--- config.mk ---
export PLATFORM = sky130hd
export DESIGN_NAME = i2c_master_sequencer
export DESIGN_NICKNAME = d
export VERILOG_FILES = /design/src/hw/rtl/i2cm_pkg.sv /design/src/hw/rtl/i2cm_core.sv /design/src/hw/rtl/i2c_master_sequencer.sv
export SDC_FILE = /design/constraint.sdc
export NUM_CORES = 1
export LEC_CHECK = 0
export BUFFER_PORTS_ARGS = -buffer_cell sky130_fd_sc_hd__buf_2
export CAP_MARGIN = 10
export CORE_ASPECT_RATIO = 0.8
export CORE_MARGIN = 1
export CORE_UTILIZATION = 38
export DETAILED_ROUTE_END_ITERATION = 7
export PLACE_DENSITY = 0.6
export SLEW_MARGIN = 15
export SYNTH_ARGS = -nofsm -noshare
export SYNTH_HDL_FRONTEND = slang
export SYNTH_SLANG_ARGS = --single-unit
--- constraint.sdc ---
create_clock -name clk -period 2.3 [get_ports clk]
set_input_delay 0.345 -clock clk [delete_from_list [all_inputs] [get_ports clk]]
set_output_delay 0.345 -clock clk [all_outputs]
set_load 0.01 [all_outputs]
--- src/hw/rtl/i2cm_pkg.sv ---
package i2cm_pkg;

  typedef enum logic [3:0] {
    PH_IDLE  = 4'd0,
    PH_START = 4'd1,
    PH_WBIT  = 4'd2,
    PH_WACK  = 4'd3,
    PH_RBIT  = 4'd4,
    PH_MACK  = 4'd5,
    PH_STOP  = 4'd6
  } phase_t;

  typedef enum logic [1:0] {
    HS_FIRST  = 2'd0,
    HS_SECOND = 2'd1,
    HS_THIRD  = 2'd2
  } half_t;

  localparam logic [2:0] BIT_MSB = 3'd7;

  typedef struct packed {
    logic       func;
    logic [6:0] dev_addr;
    logic       read_not_write;
    logic [7:0] byte_count;
    logic [7:0] tx_byte;
    logic       sda_in;
  } item_t;

  typedef struct packed {
    logic       scl_drive_low;
    logic       sda_drive_low;
    logic       busy_res;
    logic       tx_taken;
    logic       rx_valid;
    logic [7:0] rx_byte;
    logic       done_res;
    logic       success;
  } result_t;

endpackage

--- src/hw/rtl/i2cm_core.sv ---
module i2cm_core (
  input  logic             clk,
  input  logic             rst_n,
  input  logic             step,
  input  i2cm_pkg::item_t  item,
  output i2cm_pkg::result_t res
);

  i2cm_pkg::phase_t phase_r, phase_nxt;
  i2cm_pkg::half_t  half_r, half_nxt;
  logic [2:0] bit_r, bit_nxt;
  logic [7:0] shift_r, shift_nxt;
  logic [7:0] left_r, left_nxt;
  logic       read_r, read_nxt;
  logic [6:0] addr_r, addr_nxt;
  logic       failed_r, failed_nxt;
  logic       hold_scl_r, hold_sda_r;
  logic       scl, sda;
  logic [7:0] rx_shift;

  assign rx_shift = {shift_r[6:0], item.sda_in};

  always_comb begin
    phase_nxt  = phase_r;
    half_nxt   = half_r;
    bit_nxt    = bit_r;
    shift_nxt  = shift_r;
    left_nxt   = left_r;
    read_nxt   = read_r;
    addr_nxt   = addr_r;
    failed_nxt = failed_r;
    scl        = hold_scl_r;
    sda        = hold_sda_r;
    res        = '0;

    if (item.func) begin
      // a command while busy is ignored and the drive is held
      if (phase_r == i2cm_pkg::PH_IDLE) begin
        addr_nxt   = item.dev_addr;
        read_nxt   = item.read_not_write;
        left_nxt   = item.byte_count;
        failed_nxt = 1'b0;
        half_nxt   = i2cm_pkg::HS_FIRST;
        bit_nxt    = 3'd0;
        shift_nxt  = 8'd0;
        phase_nxt  = i2cm_pkg::PH_START;
        scl        = 1'b0;
        sda        = 1'b0;
      end
    end else begin
      case (phase_r)
        i2cm_pkg::PH_START: begin
          if (half_r == i2cm_pkg::HS_FIRST) begin
            scl      = 1'b0;
            sda      = 1'b1;
            half_nxt = i2cm_pkg::HS_SECOND;
          end else begin
            scl       = 1'b1;
            sda       = 1'b1;
            half_nxt  = i2cm_pkg::HS_FIRST;
            shift_nxt = {addr_r, read_r};
            bit_nxt   = i2cm_pkg::BIT_MSB;
            phase_nxt = i2cm_pkg::PH_WBIT;
          end
        end
        i2cm_pkg::PH_WBIT: begin
          sda = ~shift_r[bit_r];
          if (half_r == i2cm_pkg::HS_FIRST) begin
            scl      = 1'b1;
            half_nxt = i2cm_pkg::HS_SECOND;
          end else begin
            scl      = 1'b0;
            half_nxt = i2cm_pkg::HS_FIRST;
            if (bit_r == 3'd0) begin
              phase_nxt = i2cm_pkg::PH_WACK;
            end else begin
              bit_nxt = bit_r - 3'd1;
            end
          end
        end
        i2cm_pkg::PH_WACK: begin
          sda = 1'b0;
          if (half_r == i2cm_pkg::HS_FIRST) begin
            scl      = 1'b1;
            half_nxt = i2cm_pkg::HS_SECOND;
          end else begin
            scl      = 1'b0;
            half_nxt = i2cm_pkg::HS_FIRST;
            if (item.sda_in) begin
              // nack aborts into stop
              failed_nxt = 1'b1;
              phase_nxt  = i2cm_pkg::PH_STOP;
            end else if (left_r == 8'd0) begin
              phase_nxt = i2cm_pkg::PH_STOP;
            end else if (read_r) begin
              shift_nxt = 8'd0;
              bit_nxt   = i2cm_pkg::BIT_MSB;
              phase_nxt = i2cm_pkg::PH_RBIT;
            end else begin
              shift_nxt    = item.tx_byte;
              res.tx_taken = 1'b1;
              left_nxt     = left_r - 8'd1;
              bit_nxt      = i2cm_pkg::BIT_MSB;
              phase_nxt    = i2cm_pkg::PH_WBIT;
            end
          end
        end
        i2cm_pkg::PH_RBIT: begin
          sda = 1'b0;
          if (half_r == i2cm_pkg::HS_FIRST) begin
            scl      = 1'b1;
            half_nxt = i2cm_pkg::HS_SECOND;
          end else begin
            scl       = 1'b0;
            half_nxt  = i2cm_pkg::HS_FIRST;
            shift_nxt = rx_shift;
            if (bit_r == 3'd0) begin
              res.rx_valid = 1'b1;
              res.rx_byte  = rx_shift;
              left_nxt     = left_r - 8'd1;
              phase_nxt    = i2cm_pkg::PH_MACK;
            end else begin
              bit_nxt = bit_r - 3'd1;
            end
          end
        end
        i2cm_pkg::PH_MACK: begin
          // ack every byte but the last
          sda = (left_r != 8'd0);
          if (half_r == i2cm_pkg::HS_FIRST) begin
            scl      = 1'b1;
            half_nxt = i2cm_pkg::HS_SECOND;
          end else begin
            scl      = 1'b0;
            half_nxt = i2cm_pkg::HS_FIRST;
            if (left_r != 8'd0) begin
              shift_nxt = 8'd0;
              bit_nxt   = i2cm_pkg::BIT_MSB;
              phase_nxt = i2cm_pkg::PH_RBIT;
            end else begin
              phase_nxt = i2cm_pkg::PH_STOP;
            end
          end
        end
        i2cm_pkg::PH_STOP: begin
          if (half_r == i2cm_pkg::HS_FIRST) begin
            scl      = 1'b1;
            sda      = 1'b1;
            half_nxt = i2cm_pkg::HS_SECOND;
          end else if (half_r == i2cm_pkg::HS_SECOND) begin
            scl      = 1'b0;
            sda      = 1'b1;
            half_nxt = i2cm_pkg::HS_THIRD;
          end else begin
            scl          = 1'b0;
            sda          = 1'b0;
            half_nxt     = i2cm_pkg::HS_FIRST;
            res.done_res = 1'b1;
            res.success  = ~failed_r;
            phase_nxt    = i2cm_pkg::PH_IDLE;
          end
        end
        default: begin
          // idle and unused codes release both lines
          phase_nxt = i2cm_pkg::PH_IDLE;
          half_nxt  = i2cm_pkg::HS_FIRST;
          scl       = 1'b0;
          sda       = 1'b0;
        end
      endcase
    end

    res.scl_drive_low = scl;
    res.sda_drive_low = sda;
    res.busy_res      = (phase_nxt != i2cm_pkg::PH_IDLE);
  end

  always_ff @(posedge clk) begin
    if (!rst_n) begin
      phase_r    <= i2cm_pkg::PH_IDLE;
      half_r     <= i2cm_pkg::HS_FIRST;
      bit_r      <= 3'd0;
      shift_r    <= 8'd0;
      left_r     <= 8'd0;
      read_r     <= 1'b0;
      addr_r     <= 7'd0;
      failed_r   <= 1'b0;
      hold_scl_r <= 1'b0;
      hold_sda_r <= 1'b0;
    end else if (step) begin
      phase_r    <= phase_nxt;
      half_r     <= half_nxt;
      bit_r      <= bit_nxt;
      shift_r    <= shift_nxt;
      left_r     <= left_nxt;
      read_r     <= read_nxt;
      addr_r     <= addr_nxt;
      failed_r   <= failed_nxt;
      hold_scl_r <= scl;
      hold_sda_r <= sda;
    end
  end

endmodule

--- src/hw/rtl/i2c_master_sequencer.sv ---
// I2C master sequencer with open-drain drive. Each input transfer is a command
// (func=1, taken only while idle) or a half-period tick carrying the sampled SDA
// level; every input transfer yields exactly one result transfer with the line
// drive and status for that item. The sequencer state advances once per item,
// so one item is taken every clock unless input stalls; its result goes to the
// output register, or to the skid entry when the output stalls. An output
// register plus a skid entry keep input flowing for one more item while a
// result waits; input stalls only when both hold unclaimed results.
module i2c_master_sequencer (
  input  logic       clk,
  input  logic       rst_n,
  input  logic       in_valid,
  output logic       in_stall,
  input  logic       in_func,
  input  logic [6:0] in_dev_addr,
  input  logic       in_read_not_write,
  input  logic [7:0] in_byte_count,
  input  logic [7:0] in_tx_byte,
  input  logic       in_sda_in,
  output logic       out_valid,
  input  logic       out_stall,
  output logic       out_scl_drive_low,
  output logic       out_sda_drive_low,
  output logic       out_busy_res,
  output logic       out_tx_taken,
  output logic       out_rx_valid,
  output logic [7:0] out_rx_byte,
  output logic       out_done_res,
  output logic       out_success
);

  i2cm_pkg::item_t   item;
  i2cm_pkg::result_t res;
  i2cm_pkg::result_t out_r, skid_r;
  logic              out_valid_r, skid_valid_r;
  logic              accept, out_free;

  assign item = '{func: in_func, dev_addr: in_dev_addr,
                  read_not_write: in_read_not_write, byte_count: in_byte_count,
                  tx_byte: in_tx_byte, sda_in: in_sda_in};

  assign in_stall = skid_valid_r;
  assign accept   = in_valid && !skid_valid_r;
  assign out_free = !out_valid_r || !out_stall;

  i2cm_core u_core (
    .clk  (clk),
    .rst_n(rst_n),
    .step (accept),
    .item (item),
    .res  (res)
  );

  always_ff @(posedge clk) begin
    if (!rst_n) begin
      out_valid_r  <= 1'b0;
      skid_valid_r <= 1'b0;
    end else if (skid_valid_r) begin
      if (out_free) begin
        skid_valid_r <= 1'b0;
      end
    end else if (accept) begin
      if (out_free) begin
        out_valid_r <= 1'b1;
      end else begin
        skid_valid_r <= 1'b1;
      end
    end else if (out_free) begin
      out_valid_r <= 1'b0;
    end
  end

  always_ff @(posedge clk) begin
    if (skid_valid_r) begin
      if (out_free) begin
        out_r <= skid_r;
      end
    end else if (accept) begin
      if (out_free) begin
        out_r <= res;
      end else begin
        skid_r <= res;
      end
    end
  end

  assign out_valid         = out_valid_r;
  assign out_scl_drive_low = out_r.scl_drive_low;
  assign out_sda_drive_low = out_r.sda_drive_low;
  assign out_busy_res      = out_r.busy_res;
  assign out_tx_taken      = out_r.tx_taken;
  assign out_rx_valid      = out_r.rx_valid;
  assign out_rx_byte       = out_r.rx_byte;
  assign out_done_res      = out_r.done_res;
  assign out_success       = out_r.success;

`ifndef SYNTHESIS
  a_skid_behind_out: assert property (@(posedge clk) disable iff (!rst_n)
    skid_valid_r |-> out_valid_r)
    else $error("skid entry holds a result while the output register is empty");

  a_skid_fill: assert property (@(posedge clk) disable iff (!rst_n)
    $rose(skid_valid_r) |-> $past(out_valid_r && out_stall))
    else $error("skid entry filled while the output register was free");

  a_skid_drain: assert property (@(posedge clk) disable iff (!rst_n)
    skid_valid_r && !out_stall |=> out_valid_r && !skid_valid_r)
    else $error("skid entry not moved to the output register");

  a_rx_tx_excl: assert property (@(posedge clk) disable iff (!rst_n)
    out_valid_r |-> !(out_r.tx_taken && out_r.rx_valid) &&
                    !(out_r.done_res && out_r.busy_res))
    else $error("conflicting status flags in one result");
`endif

endmodule
# ---- Word level (Yosys, flattened, before mapping)
# Index checks and enable logic that the tools add are counted.
dict set report word_totals {
  ff_bits 68
  out_inout_bits 17
}
dict set report classes {
  bitwise 4
  n_reduce_logical 29
  order_cmp 1
  n_addsub 2
  n_mux 92
  eq_ne 20
}
# op n
set op_table {}
lappend op_table {{$mux W8} 18}
lappend op_table {{$mux W15} 4}
lappend op_table {{$mux W4} 13}
lappend op_table {{$mux W3} 11}
lappend op_table {{$pmux W8 S4} 1}
lappend op_table {{$mux W9} 3}
lappend op_table {{$ne A3 B3 Y1 const B} 9}
lappend op_table {{$mux W1} 26}
lappend op_table {{$pmux W4 S6} 1}
lappend op_table {{$mux W2} 8}
lappend op_table {{$pmux W8 S2} 1}
lappend op_table {{$eq A4 B3 Y1 const B} 3}
lappend op_table {{$mux W12} 1}
lappend op_table {{$pmux W3 S4} 1}
lappend op_table {{$reduce_and A11 Y1} 1}
lappend op_table {{$reduce_and A10 Y1} 1}
lappend op_table {{$reduce_bool A5 Y1} 2}
lappend op_table {{$reduce_or A5 Y1} 2}
lappend op_table {{$reduce_and A9 Y1} 1}
lappend op_table {{$eq A4 B2 Y1 const B} 2}
lappend op_table {{$logic_not A8 Y1} 1}
lappend op_table {{$reduce_bool A8 Y1} 1}
lappend op_table {{$sub A8 B1 Y8 const B} 1}
lappend op_table {{$ne A3 B2 Y1 const B} 2}
lappend op_table {{other kinds (24)} 34}

# ---- Logic depth before layout (Yosys ltp)
# Gate-level depths: netlist (run 1).
dict set report logic_depth {
  depth_word 10
  ltp_mapped 8
  depth_no_buf 7
}

# ---- Modules after synthesis
# From an unflattened synthesis (run 1), not the netlist that was laid out.
dict set report unflattened {
  cells_unflattened 352
  hier_area_um2 3691.0
}
# module cells_per_inst area_per_inst_um2 n_inst seq_area_each_um2
set modules_own_cells {}
lappend modules_own_cells {i2cm_core 295 2468.6 1 720.7}
lappend modules_own_cells {i2c_master_sequencer 57 1222.4 1 940.9}

# ---- Worst setup path after synthesis (run 1)
# Ideal clock, no wire load.
dict set report synth_path {
  path_kind {reg-to-reg}
  start {register skid_valid_r (netlist: in_stall)}
  end {register out_r (netlist bit out_busy_res) (enable)}
  slack_ns 0.166
  required_ns 1.908
  path_stages_with_launch 5
  period_less_slack_ns 2.134
  n_path_buf 2
  arrival_time_ns 1.742
  cell_sequence {dfxtp_1 clkbuf_1 clkbuf_1 nor2_1 a21oi_1}
}
dict set report synth_via {
  elab_chain_len 4
}
# item line_no
set synth_rtl {}
lappend synth_rtl {{from (decl)} i2c_master_sequencer.sv:35} ;# logic out_valid_r, skid_valid_r;
lappend synth_rtl {{from (signal assigned)} i2c_master_sequencer.sv:57} ;# skid_valid_r <= 1'b0;
lappend synth_rtl {{from (signal assigned)} i2c_master_sequencer.sv:60} ;# skid_valid_r <= 1'b0;
lappend synth_rtl {{from (signal assigned)} i2c_master_sequencer.sv:66} ;# skid_valid_r <= 1'b1;
lappend synth_rtl {{$logic_not A1 Y1} i2c_master_sequencer.sv:43} ;# assign accept = in_valid && !skid_valid_r;
lappend synth_rtl {{$logic_and A1 B1 Y1} i2c_master_sequencer.sv:43}
lappend synth_rtl {{$reduce_bool A2 Y1 (no line) (*)} n/a}
lappend synth_rtl {{$reduce_and A2 Y1 (no line) (*)} n/a}
lappend synth_rtl {{to (signal assigned)} i2c_master_sequencer.sv:76} ;# out_r <= skid_r;
lappend synth_rtl {{to (signal assigned)} i2c_master_sequencer.sv:80} ;# out_r <= res;
lappend synth_rtl {{to (decl)} i2c_master_sequencer.sv:34} ;# i2cm_pkg::result_t out_r, skid_r;
# Every way passes the cells marked *; elsewhere a longest branch is shown, timed or not.
# A chain may end at the register's enable or synchronous reset.

# ---- Worst setup path after layout (run 1)
dict set report layout_path {
  start {register u_core.left_r[1]}
  end {register u_core.shift_r[6]}
}
dict set report layout_via {
  elab_chain_len 3
  word_cells_on_any_way 5
}
# item line_no
set layout_rtl {}
lappend layout_rtl {{from (decl)} i2cm_core.sv:13} ;# logic [7:0] left_r, left_nxt;
lappend layout_rtl {{from (signal assigned)} i2cm_core.sv:195} ;# left_r <= left_nxt;
lappend layout_rtl {{$reduce_bool A8 Y1 or $logic_not A8 Y1 (tied branches)} {i2cm_core.sv:136, i2cm_core.sv:93}}
lappend layout_rtl {{$ne A3 B2 Y1 (no line) or $ne A3 B3 Y1 (tied branches)} n/a}
lappend layout_rtl {{$reduce_and A10 Y1 (no line) (*)} n/a}
lappend layout_rtl {{to (signal assigned)} i2cm_core.sv:194} ;# shift_r <= shift_nxt;
lappend layout_rtl {{to (decl)} i2cm_core.sv:12} ;# logic [7:0] shift_r, shift_nxt;
# Marked as above.

==> impl_metrics.json, run 1 <==
{
  "powerDensity_nw_per_um2": 729.8,
  "rows": 31,
  "busiest_layer": "met2",
  "cts.sinks": 68,
  "ys_seq_area_share_pct": 46.88,
  "antenna_found_initial": 0,
  "initial_utilization_pct": 39.22,
  "max_stage_delay_ns": 0.51,
  "met2_usage_pct": 29.77,
  "ctsResizeCount": 0,
  "fin_util_pct": 48.14,
  "crit_slowest_cell": "or4b_4",
  "clk_transition_reported_paths_ns": 0.05,
  "drt-initial-drc-count": 214,
  "grt_usage_pct": 20.58,
  "drive_gt1_share_pct": 27.63,
  "die_h_um": 88.39,
  "synthCells": 358,
  "grt_pass1_vias": 2828,
  "ios": 47,
  "maxClockFrequency_mhz": 462.4,
  "cp.required_ns": 2.53,
  "drtAntennaViolNets": 0,
  "io_buffers": 46,
  "place.gp.congestion": 0.8890,
  "die_area_sq_um": 9721,
  "ys_top_cells_by_area": "edfxtp_1 (25%), dfxtp_1 (21%), nor2_1 (3.8%), a21oi_1 (3.7%), mux2i_1 (3.4%)",
  "critPathKind": "register to register",
  "setup_viol": 0,
  "period_share_pct": 94.02,
  "synth_top_cell_by_area": "edfxtp_1",
  "fin_nets": 455,
  "slew_headroom_pct": 60.30,
  "clock_skew_ns": 0.004707,
  "final.min_clock_period_ns": 2.162,
  "ys_warn_count": 0,
  "whs_ns": 0.2397,
  "vias_per_cell": 5.445,
  "slew_violations": 0,
  "postCtsSetupBuffers": 0,
  "crit_fanout": 8,
  "clk_latency_ns": 0.34,
  "async_flop_share_pct": 0,
  "clock-root-buffer": "clkbuf_16",
  "syn2layout_area_growth_pct": 22.73,
  "crit_buf_inv": 2,
  "firstDrtPassIters": 5,
  "grt_pass1_wl_um": 14630,
  "synth_area_per_cell_sq_um": 9.901,
  "place_hpwl_um": 6581,
  "grt_use_met3_pct": 7.364,
  "cts_buffer_depth": 2,
  "numCtsBuffers": 9,
  "rsz0062_at_grt": "no",
  "cts_tree": "built",
  "syn_area_sq_um": 3545,
  "synthFlopType": "dfxtp_1",
  "crit_path_start_kind": "register",
  "ir_drop_v": 0.0005450,
  "yosys.cell_count.top_type": "dfxtp_1",
  "core_area_sq_um": 9037,
  "synth_edf_count": 30,
  "die_width_um": 110.0,
  "wl_per_cell_um": 16.67,
  "diodes": 0,
  "postRouteWirelength_um": 9034,
  "netlist_top_cells_count": "dfxtp_1 (38), nor2_1 (36), edfxtp_1 (30)",
  "critical_path.top_delay_family": "simple AND/OR/NAND/NOR gates",
  "p_leak_nw": 1.710,
  "synth_cell_types": 68,
  "grt_start_max_net_pins": 30,
  "outcome": "completed",
  "holdBufCountCts": 0,
  "drc": 0,
  "grt_overflow": 0,
  "maxCapViolCount": 0,
  "syn-num-nets": 391,
  "worst_pin_slew_ns": 0.5934,
  "finalHoldViolCount": 0,
  "setup_tns_ns": 0,
  "htreeDepth": 3,
  "cp_cell_sequence": "inv_1, ha_1, or4b_4, o21ai_4, a211oi_2, buf_4, and3_1, a22o_1",
  "ys_ff_latch": 68,
  "hp-class": "input pin to register",
  "cp.arrival_ns": 2.39,
  "grt_util_met1_pct": 29.07,
  "synthDominantCellAreaShare_pct": 25.41,
  "end_kind": "register",
  "vias": 2951
}
## layer usage
| layer | vias to the layer above | part of all wire [%] |
|---|---|---|
| met3 | 6 | 6.5 |
| met2 | 98 | 41 |
| li1 | 1460 | - |
| met5 | - | 0 |
| met4 | 0 | 0.82 |
| met1 | 1387 | 51 |
## layout make-up
type / instances / area, sq um
fillers: 864 / 4687
flip-flops and latches: 68 / 1662
clock buffers: 11 / 232.7
well taps: 115 / 143.9
multi-input cells: 249 / 1720
clock inverters: 5 / 52.55
repair buffers: 77 / 475.5
inverters: 17 / 63.81
## logic make-up (layout without fill, tap and decap cells)
family	after synthesis	in the layout	synth area share, %
mux	24	24	7.836
flops	68	68	46.88
compound gates	103	103	20.76
buf+inv	41	110	5.224
fa+ha+maj	3	3	1.059
simple gates	119	119	18.25
## per-stage QoR
stage               setup slack, ns  instances  total power [mW]  instance area [sq um]
finish                       0.1376        542             3.175                   4350
global route                0.01027        542             3.325                   4350
CTS                        0.009791        542             3.205                   4328
detailed placement        0.0009470        526             1.848                   4043
global placement             0.1519        526             1.842                   4043
floorplan                    0.1657        358             1.676                   3545
## power by group
part / switching, mW / total, mW / leakage (nW) / internal, mW
Clock: 0.510 / 1.34 / 0.141 / 0.833
Combinational: 0.266 / 0.470 / 0.985 / 0.204
Sequential: 0.0428 / 1.36 / 0.585 / 1.32
Total: 0.819 / 3.18 / 1.71 / 2.36
## worst paths after layout
check	from	endpoint	cells past startpoint	slack (ns)
worst max-delay path	u_core.left_r[1]	u_core.shift_r[6]	8	0.14
worst min-delay path	in_dev_addr[6]	u_core.addr_r[6]	3	0.24
worst max register to register	u_core.left_r[1]	u_core.shift_r[6]	8	0.14
worst min register to register	u_core.hold_sda_r	u_core.hold_sda_r	2	0.49
## cell usage in the layout, fill, tap and decap left out, types with 3 or more instances in the layout
master,n
nor4_1,3
or3_1,3
nor2b_1,3
dfxtp_1,38
a22oi_1,8
o21ai_1,3
nor2_1,36
nand3_1,6
buf_2,46
o31ai_1,9
a21oi_1,26
mux2i_1,12
clkbuf_16,9
inv_1,16
edfxtp_1,30
nand2b_1,5
nor3_1,12
buf_4,30
o21ai_0,20
nand2_1,21
ha_1,3
mux2_2,10
a22o_1,9
and3_1,11
## worst min-delay path: cells and delay by family
kind          cells  cell delay (ns)
simple gates      1             0.07
mux               1             0.05
buf+inv           1             0.07
## registers in the layout, summed over array words and instances (netlist names), 2 cells and up
name and count:
u_core.bit_r 3, u_core.shift_r 8, u_core.addr_r 7, u_core.left_r 8
out_rx_byte 8, u_core.phase_r 4, skid_r 15, u_core.half_r 2
Power figures use the tool's default switching activity.
==> inputs of run 2 (changes only) <==
--- a/config.mk
+++ b/config.mk
@@ -7,11 +7,13 @@
 export LEC_CHECK = 0
 export BUFFER_PORTS_ARGS = -buffer_cell sky130_fd_sc_hd__buf_2
 export CAP_MARGIN = 10
+export CELL_PAD_IN_SITES_DETAIL_PLACEMENT = 1
+export CELL_PAD_IN_SITES_GLOBAL_PLACEMENT = 2
 export CORE_ASPECT_RATIO = 0.8
 export CORE_MARGIN = 1
-export CORE_UTILIZATION = 38
+export CORE_UTILIZATION = 36
 export DETAILED_ROUTE_END_ITERATION = 7
-export PLACE_DENSITY = 0.6
+export PLACE_DENSITY = 0.82
 export SLEW_MARGIN = 15
 export SYNTH_ARGS = -nofsm -noshare
 export SYNTH_HDL_FRONTEND = slang
==> run 2 against run 1 <==
Sequential power hardly changed. Register-to-register slack worse by 0.02 ns. Total power is 2.9% higher. Non-clock buffer count shrank 6. Global-route usage decreased by 0.30 points. Hold slack better by 0.0080 ns. Worst setup slack worse by 0.016 ns. Maximum frequency fell by 0.74%. Cell area decreased by 0.49%. Clock power grew 7%. Largest power group is now the clock network. Via count grew 0.17%. Combinational power is 1% lower.
==> impl_metrics.json, run 2 (synthesis results as in run 1) <==
{
  "core_area_sq_um": 9309,
  "design_area_sq_um": 4329,
  "p_leak_nw": 1.676,
  "maxClockFrequency_mhz": 459.0,
  "ir_drop_v": 0.0003793,
  "wl_per_cell_um": 18.18,
  "crit_fanout": 5,
  "holdBufCountCts": 0,
  "grt_pass1_wl_um": 16010,
  "p_int_mw": 2.370,
  "final_cell_mix": "buf_2 (46), dfxtp_1 (38), nor2_1 (36)",
  "crit_slowest_cell": "or4b_4",
  "cp_cell_sequence": "inv_1, ha_1, or4b_4, o21ai_4, a21oi_1, o32a_1, a21oi_1",
  "worst_pin_slew_ns": 0.6524,
  "grt_overflow": 0,
  "antenna_found_initial": 0,
  "end_kind": "register",
  "drtAntennaViolNets": 0,
  "place_ws_ns": 0.05202,
  "initial_utilization_pct": 38.08,
  "final_common_cell": "buf_2",
  "clock_skew_ns": 0.005543,
  "syn2layout_area_growth_pct": 22.13,
  "cp.required_ns": 2.47,
  "vias_per_cell": 5.515,
  "clkPwrFrac_pct": 44.1,
  "die_h_um": 90.75,
  "vias": 2956,
  "rsz0062_at_grt": "no",
  "cp.arrival_ns": 2.35,
  "finalHoldViolCount": 0,
  "largest_reg_flops": 15,
  "io_buffers": 46,
  "crit_buf_inv": 1,
  "place.gp.congestion": 0.8607,
  "drive_gt1_share_pct": 27.55,
  "slew_violations": 0,
  "outcome": "completed",
  "ios": 47,
  "postCtsSetupBuffers": 0,
  "maxCapViolCount": 0,
  "power_switching_mw": 0.8961,
  "drc": 0,
  "pwr-share-seq_pct": 41.7,
  "cpMostUsedCell": "a21oi_1",
  "clock-root-buffer": "clkbuf_16",
  "setup_tns_ns": 0,
  "die_area_sq_um": 10250,
  "fin_nets": 449,
  "powerDensity_nw_per_um2": 754.4,
  "numCtsBuffers": 9,
  "rows": 31,
  "setup_viol": 0,
  "period_share_pct": 94.72,
  "slew_headroom_pct": 56.34,
  "die_width_um": 112.9,
  "clk_transition_reported_paths_ns": 0.06,
  "crit_path_start_kind": "register",
  "critPathKind": "register to register",
  "place_hpwl_um": 7075,
  "p_sw_share_pct": 27.44,
  "firstDrtPassIters": 4,
  "largest_register": "skid_r",
  "max_stage_delay_ns": 0.52,
  "grt_usage_pct": 20.27,
  "grt_pass1_vias": 3012,
  "whs_ns": 0.2477,
  "htreeDepth": 3,
  "hp-class": "input pin to register",
  "drt-initial-drc-count": 145,
  "comb_power_share_pct": 14.2,
  "final.min_clock_period_ns": 2.179,
  "finalNonFillerCells": 536,
  "postRouteWirelength_um": 9746,
  "place_area_sq_um": 3998,
  "cts.sinks": 68,
  "diodes": 0,
  "dp.cells": 520,
  "cts_tree": "built",
  "clk_latency_ns": 0.33,
  "setup_ws_ns": 0.1215,
  "grt_start_max_net_pins": 26,
  "cts_buffer_depth": 2,
  "critical_path.top_delay_family": "compound AO/OA/AOI/OAI gates"
}
-- run 2: changes by cell type in the layout (fill, tap and decap cells not counted), sizes merged --
cell	previous run	this run
clkinvlp	0	2
clkinv	5	1
buf	77	71
inv	16	20
clkbuf	11	9
-- run 2: worst reg2reg max path: stages, from the launching register on --
cell and delay [ns]:
dfxtp_1 0.34, inv_1 0.07, ha_1 0.22, or4b_4 0.52
o21ai_4 0.24, a21oi_1 0.09, o32a_1 0.35, a21oi_1 0.18
-- run 2: path summary, 6_finish.rpt --
path                                   startpoint                 to  slack, ns  cells past startpoint
worst min-delay path            in_read_not_write      u_core.read_r       0.25                      3
worst min register to register  u_core.shift_r[7]  u_core.shift_r[7]       0.50                      1
worst max-delay path             u_core.left_r[0]       out_busy_res       0.12                      7
worst max register to register   u_core.left_r[0]       out_busy_res       0.12                      7
-- run 2: what timing repair did --
item,in CTS,in global routing
gates resized for setup,1,5
pin swaps,0,0
endpoints found under the setup margin,1,15
hold endpoints to repair,0,0
-- run 2: stage by stage --
stage | utilization, % | power (mW)
floorplan | - | 1.676
detailed placement | 42.94 | 1.845
CTS | 46.26 | 3.290
finish | 46.51 | 3.266
global placement | 42.94 | 1.832
global route | 46.51 | 3.400
-- run 2: cell type report --
| type | count | area, sq um |
|---|---|---|
| clock inverter | 7 | 82.58 |
| fill | 1064 | 4980 |
| multi-input combinational | 249 | 1722 |
| inverter | 17 | 63.81 |
| clock buffer | 9 | 225.2 |
| sequential | 68 | 1662 |
| tap | 115 | 143.9 |
| timing repair buffer | 71 | 430.4 |
-- run 2: metal layers --
metal  wire, um  share of wire (%)  GRT usage, %  vias up
met5          0                  0             0        -
met4        115                1.2         6.469        0
met3        422                4.3         4.899        9
met2       4225                 43         30.61       67
met1       4983                 51         28.42     1434
li1           -                  -             -     1446
-- run 2: power groups by stage --
stage / Combinational [mW] / Clock, mW / Sequential (mW)
floorplan: 0.289 / 0 / 1.39
global placement: 0.449 / 0 / 1.38
detailed placement: 0.457 / 0 / 1.39
CTS: 0.460 / 1.47 / 1.36
global route: 0.513 / 1.52 / 1.37
finish: 0.465 / 1.44 / 1.36
==> inputs of run 3 (changes only) <==
--- a/config.mk
+++ b/config.mk
@@ -5,15 +5,16 @@
 export SDC_FILE = /design/constraint.sdc
 export NUM_CORES = 1
 export LEC_CHECK = 0
+export ABC_AREA = 1
 export BUFFER_PORTS_ARGS = -buffer_cell sky130_fd_sc_hd__buf_2
-export CAP_MARGIN = 10
 export CELL_PAD_IN_SITES_DETAIL_PLACEMENT = 1
 export CELL_PAD_IN_SITES_GLOBAL_PLACEMENT = 2
 export CORE_ASPECT_RATIO = 0.8
 export CORE_MARGIN = 1
-export CORE_UTILIZATION = 36
+export CORE_UTILIZATION = 33
 export DETAILED_ROUTE_END_ITERATION = 7
-export PLACE_DENSITY = 0.82
+export GPL_TIMING_DRIVEN = 1
+export PLACE_DENSITY = 0.84
 export SLEW_MARGIN = 15
 export SYNTH_ARGS = -nofsm -noshare
 export SYNTH_HDL_FRONTEND = slang
==> run 3 against run 2 <==
Total power increased by 5.5%. Largest power group unchanged. Cell area increased by 2.3%. Synthesized area increased by 3.5%. Global-route usage increased by 0.16 points. Critical path depth increased by 5. Clock skew increased by 0.0010 ns. Hold slack improved by 0.022 ns. Non-clock buffer count decreased by 17. Register-to-register slack improved by 0.23 ns.
==> impl_metrics.json, run 3 <==
{
  "setup_viol": 0,
  "initial_utilization_pct": 33.82,
  "wl_per_cell_um": 14.96,
  "crit_start": "u_core.bit_r[0]",
  "timing.rr.end": "u_core.left_r[3]",
  "vias": 3381,
  "end_kind": "register",
  "max_stage_delay_ns": 0.35,
  "firstDrtPassIters": 4,
  "clk_transition_reported_paths_ns": 0.06,
  "synth_cell_types": 34,
  "netlist_top_cells_count": "nand2_1 (157), nor2_1 (75), inv_1 (47)",
  "powerDensity_nw_per_um2": 778.1,
  "crit_slowest_cell": "dfxtp_1",
  "syn2layout_area_growth_pct": 20.74,
  "clkPwrFrac_pct": 48.2,
  "critPathKind": "register to register",
  "slew_headroom_pct": 72.34,
  "io_buffers": 46,
  "antenna_found_initial": 0,
  "fin_nets": 592,
  "syn_area_sq_um": 3669,
  "synth_area_per_cell_sq_um": 7.221,
  "crit_fanout": 13,
  "postRouteWirelength_um": 10590,
  "grt_overflow": 0,
  "fill_cells": 1367,
  "synthFlopType": "dfxtp_1",
  "vias_per_cell": 4.775,
  "drive_gt1_share_pct": 18.79,
  "min_path_cells": 3,
  "setup_tns_ns": 0,
  "yosys.cell_count.top_type": "nand2_1",
  "drt-initial-drc-count": 134,
  "cp_cell_sequence": "inv_1, ha_1, inv_1, nor2_1, nand2_1, nand3_1, nand2_1, nor2_1, nand2_2, inv_1, nand2_1, a21oi_1",
  "rows": 34,
  "r2r-start": "u_core.bit_r[0]",
  "synth_edf_count": 30,
  "comb_power_share_pct": 12.2,
  "rsz0062_at_grt": "no",
  "p_int_mw": 2.589,
  "crit_buf_inv": 3,
  "pwr-share-seq_pct": 39.6,
  "critical_path.top_delay_family": "simple AND/OR/NAND/NOR gates",
  "ys_top_cells_by_area": "edfxtp_1 (25%), dfxtp_1 (21%), nand2_1 (16%), nor2_1 (7.7%), inv_1 (4.8%)",
  "ys_seq_area_share_pct": 45.29,
  "ys_ff_latch": 68,
  "maxCapViolCount": 0,
  "grt_usage_pct": 20.44,
  "final_common_cell": "nand2_1",
  "final.min_clock_period_ns": 1.944,
  "drtAntennaViolNets": 0,
  "cts_buffer_depth": 2,
  "r2r_slack_ns": 0.36,
  "r2r_cells": 12,
  "maxClockFrequency_mhz": 514.3,
  "multi_input_area_sq_um": 1727,
  "synthDominantCellAreaShare_pct": 24.56,
  "cts_tree": "built",
  "regArea_sq_um": 1662,
  "cts.sinks": 68,
  "ys_warn_count": 0,
  "holdBufCountCts": 0,
  "slew_violations": 0,
  "synthCells": 508,
  "core_area_sq_um": 10850,
  "diodes": 0,
  "syn-num-nets": 541,
  "async_flop_share_pct": 0,
  "die_h_um": 96.31,
  "synth_top_cell_by_area": "edfxtp_1",
  "hp-class": "input pin to register",
  "clock-root-buffer": "clkbuf_16",
  "drc": 0,
  "clock_skew_ns": 0.006586,
  "fin_util_pct": 40.83,
  "clk_latency_ns": 0.34,
  "finalHoldViolCount": 0,
  "grt_pass1_vias": 3570,
  "die_area_sq_um": 11550,
  "grt_pass1_wl_um": 17770,
  "cp.arrival_ns": 2.21,
  "htreeDepth": 3,
  "worst_pin_slew_ns": 0.4138,
  "numCtsBuffers": 9,
  "place_hpwl_um": 7936,
  "largest_reg_flops": 15,
  "ios": 47,
  "period_share_pct": 84.53,
  "ir_drop_v": 0.0003518,
  "holdPathEnd": "u_core.addr_r[3]",
  "p_leak_nw": 2.036,
  "hp-start": "in_dev_addr[3]",
  "die_width_um": 119.9,
  "outcome": "completed",
  "p_sw_share_pct": 24.87,
  "crit_path_start_kind": "register",
  "place.gp.congestion": 0.8220,
  "power_switching_mw": 0.8571,
  "largest_register": "skid_r",
  "final_cell_mix": "nand2_1 (156), nor2_1 (75), inv_1 (47)",
  "grt_start_max_net_pins": 28,
  "cp.required_ns": 2.56
}
-- run 3: worst min-delay path, cell delays in order --
cell and delay, ns:
buf_2 0.07, o21ai_0 0.07, nor2_1 0.08
-- run 3: metal layers --
| metal | GRT usage [%] | wire [um] |
|---|---|---|
| met1 | 25.97 | 5342 |
| met2 | 33.91 | 4688 |
| met3 | 5.806 | 415 |
| met4 | 5.938 | 142 |
| met5 | 0 | 0 |
-- run 3: timing repair --
| action | CTS | global route |
|---|---|---|
| endpoints found under the setup margin | 0 | 2 |
| resized for setup | 0 | 1 |
| setup buffers | 0 | 0 |
-- run 3: worst max path at each step --
stage	endpoint	slack (ns)	cells after the start
2_1_floorplan	out_busy_res	0.37	3
3_3_place_gp	u_core.left_r[7]	0.33	13
3_5_place_dp	u_core.left_r[7]	0.27	12
4_1_cts	u_core.left_r[7]	0.26	12
5_1_grt	u_core.left_r[3]	0.08	12
6_report	u_core.left_r[3]	0.36	12
-- run 3: cell type report --
class                           instances  area share, %
Multi-Input combinational cell        370          38.98
Sequential cell                        68          37.51
Timing Repair Buffer                   54          6.554
Clock buffer                           11          5.706
Inverter                               56          4.746
Tap cell                              144          4.068
Clock inverter                          5          2.429
-- run 3: kinds of logic (layout without fill, tap and decap cells) --
| logic type | Yosys count | in the layout | share of synthesized area, % |
|---|---|---|---|
| buffers and inverters | 70 | 126 | 7.708 |
| AO/OA/AOI/OAI | 70 | 70 | 10.30 |
| flip-flops | 68 | 68 | 45.29 |
| adder cells (fa/ha/maj) | 3 | 3 | 1.023 |
| AND/OR/NAND/NOR | 294 | 294 | 34.92 |
| XOR/XNOR | 2 | 2 | 0.4776 |
| multiplexers | 1 | 1 | 0.2729 |
-- run 3: power by group through the flow --
stage	clock, mW	combinational [mW]	sequential (mW)
floorplan	0	0.288	1.38
global placement	0	0.408	1.39
detailed placement	0	0.420	1.39
CTS	1.69	0.424	1.36
global route	1.75	0.485	1.37
finish	1.66	0.421	1.36
-- run 3: metrics by stage --
step	instance area, sq um	instances	power, mW	worst slack [ns]	hold WS [ns]
floorplan	3669	508	1.673	0.3729	0.4301
global placement	4066	692	1.795	0.3340	0.4539
detailed placement	4066	692	1.811	0.2740	0.4631
CTS	4427	708	3.482	0.2562	0.2595
global route	4429	708	3.603	0.08461	0.2964
finish	4429	708	3.446	0.3558	0.2698
